**config.mk**
```make
export PLATFORM = sky130hd
export DESIGN_NAME = stable_priority_queue_core
export DESIGN_NICKNAME = d
export VERILOG_FILES = /design/src/spq_pkg.sv /design/src/spq_cell.sv /design/src/stable_priority_queue_core.sv
export SDC_FILE = /design/constraint.sdc
export NUM_CORES = 2
export LEC_CHECK = 0
export ABC_CLOCK_PERIOD_IN_PS = 12600
export BUFFER_PORTS_ARGS = -buffer_cell sky130_fd_sc_hd__buf_2
export CAP_MARGIN = 20
export CORE_MARGIN = 5
export CORE_UTILIZATION = 40
export CTS_CLUSTER_SIZE = 14
export DETAILED_ROUTE_END_ITERATION = 8
export GPL_TIMING_DRIVEN = 1
export PLACE_DENSITY_LB_ADDON = 0.12
export SYNTH_ARGS = -nofsm -noshare
export SYNTH_HDL_FRONTEND = slang
export SYNTH_SLANG_ARGS = --single-unit
```
**constraint.sdc**
```tcl
create_clock -name i_clk -period 12.6 [get_ports i_clk]
set_input_delay 1.26 -clock i_clk [delete_from_list [all_inputs] [get_ports i_clk]]
set_output_delay 1.26 -clock i_clk [all_outputs]
set_load 0.05 [all_outputs]
```
**src/spq_pkg.sv**
```systemverilog
// Shared types and constants for the stable priority queue.
package spq_pkg;

    localparam int QUEUE_DEPTH = 16;
    localparam int CNT_W       = $clog2(QUEUE_DEPTH + 1);
    localparam int ID_W        = 16;
    localparam int KEY_W       = 16;
    localparam int IN_DATA_W   = 48;
    localparam int OUT_DATA_W  = 40;

    typedef enum logic {
        OP_INSERT = 1'b0,
        OP_REMOVE = 1'b1
    } t_opcode;

    typedef enum logic [1:0] {
        ST_DONE  = 2'd0,
        ST_FULL  = 2'd1,
        ST_EMPTY = 2'd2
    } t_status;

    typedef struct packed {
        logic [KEY_W-1:0] key;
        logic [ID_W-1:0]  borrower;
        logic [ID_W-1:0]  book;
    } t_entry;

    typedef struct packed {
        logic ins;
        logic rem;
    } t_cell_ctl;

endpackage

```
**src/spq_cell.sv**
```systemverilog
// One slot of the sorted chain: holds, loads the new entry, or shifts.
module spq_cell (
    input  logic               i_clk,
    input  spq_pkg::t_cell_ctl i_ctl,
    input  logic               i_occ,
    input  spq_pkg::t_entry    i_new,
    input  spq_pkg::t_entry    i_left,
    input  logic               i_left_stays,
    input  spq_pkg::t_entry    i_right,
    output spq_pkg::t_entry    o_entry,
    output logic               o_stays
);
    import spq_pkg::*;

    t_entry r_entry;
    t_entry n_entry;

    assign o_stays = i_occ && (r_entry.key <= i_new.key);
    assign o_entry = r_entry;

    always_comb begin
        n_entry = r_entry;
        if (i_ctl.ins) begin
            if (o_stays) begin
                n_entry = r_entry;
            end else if (i_left_stays) begin
                n_entry = i_new;
            end else begin
                n_entry = i_left;
            end
        end else if (i_ctl.rem) begin
            n_entry = i_right;
        end
    end

    always_ff @(posedge i_clk) begin
        r_entry <= n_entry;
    end

endmodule

```
**src/stable_priority_queue_core.sv**
```systemverilog
// Top level of the stable priority queue: chain of sorted slots and result register.
//
// Input channel s_axis: tuser carries the opcode (insert or remove), tdata carries
// borrower id, book id and priority key. Output channel m_axis: tdata carries the
// status, borrower id and book id of one result per accepted item.
// For each item all slots compare their key with the incoming key in
// parallel and every slot holds, loads the new entry or shifts by one in the same
// edge. The result appears in the output register in the cycle after the transfer.
// Up to one item per cycle is taken; the rate is set by the single output register,
// since s_axis_tready is high only while that register is empty or being drained.
// Inserts into a full queue are dropped with status full; a remove on an empty
// queue returns status empty with zero ids. Entries with equal keys leave in
// arrival order.
// Reset (i_rst_n low, synchronous) empties the queue and clears the output valid;
// slot contents are not cleared and are never read before being written.
// When the receiver stalls, the result is held in the output register and no new
// item is taken until it transfers.
module stable_priority_queue_core (
    input  logic                           i_clk,
    input  logic                           i_rst_n,
    input  logic                           s_axis_tvalid,
    output logic                           s_axis_tready,
    // [47:0] borrower_in [15:0], book_in [31:16], key_in [47:32]
    input  logic [spq_pkg::IN_DATA_W-1:0]  s_axis_tdata,
    // [0] opcode
    input  logic                           s_axis_tuser,
    output logic                           m_axis_tvalid,
    input  logic                           m_axis_tready,
    // status [1:0], borrower_out [17:2], book_out [33:18], zero [39:34]
    output logic [spq_pkg::OUT_DATA_W-1:0] m_axis_tdata
);
    import spq_pkg::*;

    logic               w_accept;
    logic               w_full;
    logic               w_empty;
    t_opcode            w_op;
    t_entry             w_new;
    t_cell_ctl          w_ctl;
    t_entry             w_entry [QUEUE_DEPTH];
    logic               w_stays [QUEUE_DEPTH];

    logic [CNT_W-1:0]   r_count;
    logic [CNT_W-1:0]   n_count;
    logic               r_out_valid;
    t_status            r_status;
    logic [ID_W-1:0]    r_borrower;
    logic [ID_W-1:0]    r_book;

    assign s_axis_tready = !r_out_valid || m_axis_tready;
    assign w_accept      = s_axis_tvalid && s_axis_tready;
    assign w_op          = t_opcode'(s_axis_tuser);
    assign w_new.borrower = s_axis_tdata[15:0];
    assign w_new.book     = s_axis_tdata[31:16];
    assign w_new.key      = s_axis_tdata[47:32];
    assign w_full        = (r_count == CNT_W'(QUEUE_DEPTH));
    assign w_empty       = (r_count == '0);
    assign w_ctl.ins     = w_accept && (w_op == OP_INSERT) && !w_full;
    assign w_ctl.rem     = w_accept && (w_op == OP_REMOVE) && !w_empty;

    for (genvar i = 0; i < QUEUE_DEPTH; i++) begin : g_cell
        spq_cell u_cell (
            .i_clk       (i_clk),
            .i_ctl       (w_ctl),
            .i_occ       (CNT_W'(i) < r_count),
            .i_new       (w_new),
            .i_left      ((i == 0) ? w_new : w_entry[(i == 0) ? 0 : i - 1]),
            .i_left_stays((i == 0) ? 1'b1 : w_stays[(i == 0) ? 0 : i - 1]),
            .i_right     (w_entry[(i == QUEUE_DEPTH - 1) ? i : i + 1]),
            .o_entry     (w_entry[i]),
            .o_stays     (w_stays[i])
        );
    end

    always_comb begin
        n_count = r_count;
        if (w_ctl.ins) begin
            n_count = r_count + 1'b1;
        end else if (w_ctl.rem) begin
            n_count = r_count - 1'b1;
        end
    end

    always_ff @(posedge i_clk) begin
        if (!i_rst_n) begin
            r_count     <= '0;
            r_out_valid <= 1'b0;
        end else begin
            r_count <= n_count;
            if (w_accept) begin
                r_out_valid <= 1'b1;
            end else if (m_axis_tready) begin
                r_out_valid <= 1'b0;
            end
        end
    end

    always_ff @(posedge i_clk) begin
        if (w_accept) begin
            r_borrower <= '0;
            r_book     <= '0;
            r_status   <= ST_DONE;
            if (w_op == OP_INSERT) begin
                if (w_full) begin
                    r_status <= ST_FULL;
                end
            end else if (w_empty) begin
                r_status <= ST_EMPTY;
            end else begin
                r_borrower <= w_entry[0].borrower;
                r_book     <= w_entry[0].book;
            end
        end
    end

    assign m_axis_tvalid = r_out_valid;
    assign m_axis_tdata  = {6'd0, r_book, r_borrower, r_status};

    a_count_bound: assert property (@(posedge i_clk) disable iff (!i_rst_n)
        r_count <= CNT_W'(QUEUE_DEPTH))
        else $error("fill count above depth");

    a_full_drop: assert property (@(posedge i_clk) disable iff (!i_rst_n)
        w_accept && (w_op == OP_INSERT) && w_full |=> $stable(r_count))
        else $error("dropped insert changed fill count");

    a_remove_count: assert property (@(posedge i_clk) disable iff (!i_rst_n)
        w_ctl.rem |=> r_count == $past(r_count) - 1'b1)
        else $error("remove did not decrement fill count");

    a_result_follows: assert property (@(posedge i_clk) disable iff (!i_rst_n)
        w_accept |=> m_axis_tvalid)
        else $error("no result after transfer");

    a_empty_zero: assert property (@(posedge i_clk) disable iff (!i_rst_n)
        m_axis_tvalid && (r_status != ST_DONE) |-> r_borrower == '0 && r_book == '0)
        else $error("nonzero ids on failed operation");

endmodule
```
==> flow_summary.ini <==
[clock_network]
cts_resized = 0
cts_htree_levels = 3
cts_root_buf = clkbuf_16
cts-hold-fix-buffers = 0
clock_latency_ns = 0.69
clkTransAtPathRegs_ns = 0.06
clock_sinks = 808
cts_tree = built
cts_setup_buffers = 0
cts_buffers = 96
clock_path_buffers = 3

[layout]
layout-drive-gt1-share = 0.144
syn2layout_area_growth_pct = 11.0
final_common_cell = edfxtp_1
nets = 4243
most-common-layout-cells = edfxtp_1, nor2_1, nand2_1

[timing]
finalWorstSetupSlack_ns = 7.08
max_freq_mhz = 181
worst_pin_slew_ns = 1.29
timing.setup.tns_ns = 0
skew_ns = 0.0268
finalCritPeriodShare = 0.438
setup_violations = 0
timing.hold.ws_ns = 0.546
relSlewSlack = 0.137
rsz0062_at_grt = no
period_minus_slack_ns = 5.52
slew_violations = 0
hold_viol_final = 0

[power_and_ir_drop]
finalPower_mw = 8.25
power_density_nw_per_um2 = 168
power.static_leakage_nw = 17.8
ir_drop_uv = 106

[placed_design]
port_buffers = 88
routabilityCongestion = 0.928
pre_cts_ws_ns = 6.50
dp_hpwl_um = 89300

[global_route]
grt_max_degree = 230
grtUsageTotal = 0.254
grt-ovfl-total = 0
grt_pass1_vias = 31900
antenna_found_initial = 2
grt_first_pass_wirelength_um = 223000

[critical_path]
cp.required_ns = 12.95
path_max_fanout = 72
critPathKind = flop to flop
worst_setup_path_end_kind = flop
cp_slowest_cell = buf_4
cp_common_cell = buf_4
slowest_delay_ns = 0.80
critPathArrivalTime_ns = 5.88
cp-startpoint = r_count[4]$_SDFFE_PN0P_
crit_path_start_kind = flop
worstReg2RegStart = r_count[4]$_SDFFE_PN0P_
path_cells = inv_2 -> nor3_1 -> or3_4 -> buf_4 -> or3_2 -> buf_4 -> nand3_4 -> buf_4

[logic_synthesis]
yosysSeqAreaShare = 0.547
syn_avg_cell_area_um2 = 11.0
synth_cell_types = 62
synth-async-reset-ratio = 0
synthCells = 4020
syn_area_um2 = 44300
synth_edf_count = 802
ys.flop_type = edfxtp_1
ys_warn_count = 0
ys_seq_elements = 808

[hold_path]
hp-start = g_cell[0].u_cell.o_entry[0]$_DFFE_PP_
hp-class = flop to flop

[outcome]
outcome = completed

[route]
ant_nets = 0
wl_um = 154000
drtIter0Drc = 3907
drc_errors = 0
vias = 33400
vias_per_cell = 6.08
avgRoutedWirePerCell_um = 28.0
dr.pass1.iters = 6

[floorplanning]
start_util = 0.401
core_um2 = 110000
dieArea_um2 = 117000
die_h_um = 343
dieWidth_um = 343
num_rows = 122
ios = 95

[job]
cap_violations = 0
==> area by class of cell <==
cell class	count	area [µm²]
well taps	1488	1860
multi-input cells	2841	18900
inverters	41	154
flip-flops and latches	808	24200
fillers	10300	61200
clock buffers	110	2500
repair buffers	143	938
diodes	1	2.50
clock inverters	64	641
==> final timing paths <==
path | endpoint | slack [ns] | cells after the start
worst min-delay path | r_book[0]$_SDFFCE_PP0P_ | 0.55 | 1
worst max-delay path | g_cell[13].u_cell.o_entry[28]$_DFFE_PP_ | 7.08 | 8
worst min register to register | r_book[0]$_SDFFCE_PP0P_ | 0.55 | 1
worst max register to register | g_cell[13].u_cell.o_entry[28]$_DFFE_PP_ | 7.08 | 8
==> state kept, by name, summed over array words and instances, names as in the netlist <==
register,count
g_cell.u_cell.o_entry,768
r_book,16
r_status,2
r_borrower,16
r_count,5
m_axis_tvalid,1
==> synth_stat cells, types with 39 or more instances <==
master	number	area (µm²)
edfxtp_1	802	24100
nor2_1	553	2080
nand2_1	475	1780
ha_1	259	3240
o22ai_1	245	1530
clkbuf_1	221	830
o221a_2	202	2270
nand2b_1	195	1220
a21oi_1	114	571
a31oi_1	97	607
mux2i_1	96	961
o21ai_0	96	480
buf_2	70	350
o21ai_1	62	310
nor3_1	58	290
mux2_2	48	541
nand4_1	47	294
o22a_1	47	412
and2_1	41	257
inv_1	40	150
o221a_1	39	439
==> worst max-delay path: cells and delay by family, from the launching register on <==
| kind | cells | cell delay [ns] |
|---|---|---|
| buffers and inverters | 4 | 2.26 |
| AND/OR/NAND/NOR | 4 | 2.13 |
| flip-flops | 1 | 0.71 |
==> cell families (layout without fill, tap and decap cells) <==
family	after synthesis	after routing	share of synthesized area
XOR/XNOR	2	2	0.000396
flip-flops	808	808	0.547
AO/OA/AOI/OAI	992	992	0.166
AND/OR/NAND/NOR	1438	1438	0.144
buffers and inverters	376	358	0.0357
multiplexers	144	144	0.0339
other	1	7	0.0000847
adder cells (fa/ha/maj)	259	259	0.0732
==> metrics by stage <==
stage               instance area (µm²)   util  std cells
floorplan                         44300      -       4025
global placement                  45900  0.416       5318
detailed placement                46000  0.417       5320
CTS                               49100  0.445       5494
global route                      49200  0.445       5495
finish                            49200  0.445       5496
==> where the power goes <==
group | switching, mW | internal (mW) | total [mW]
combinational | 1.07 | 0.581 | 1.65
sequential | 0.264 | 3.49 | 3.76
clock | 1.20 | 1.65 | 2.85
total | 2.53 | 5.72 | 8.25
==> per-layer routing <==
metal / part of all wire / up-vias / global-route usage
met4: 0.025 / 0 / 0.0666
met1: 0.45 / 16800 / 0.374
met2: 0.44 / 1381 / 0.388
met5: 0 / - / 0
met3: 0.079 / 196 / 0.0462
li1: - / 15100 / -
Note: power is estimated with default switching activity, not from simulation.
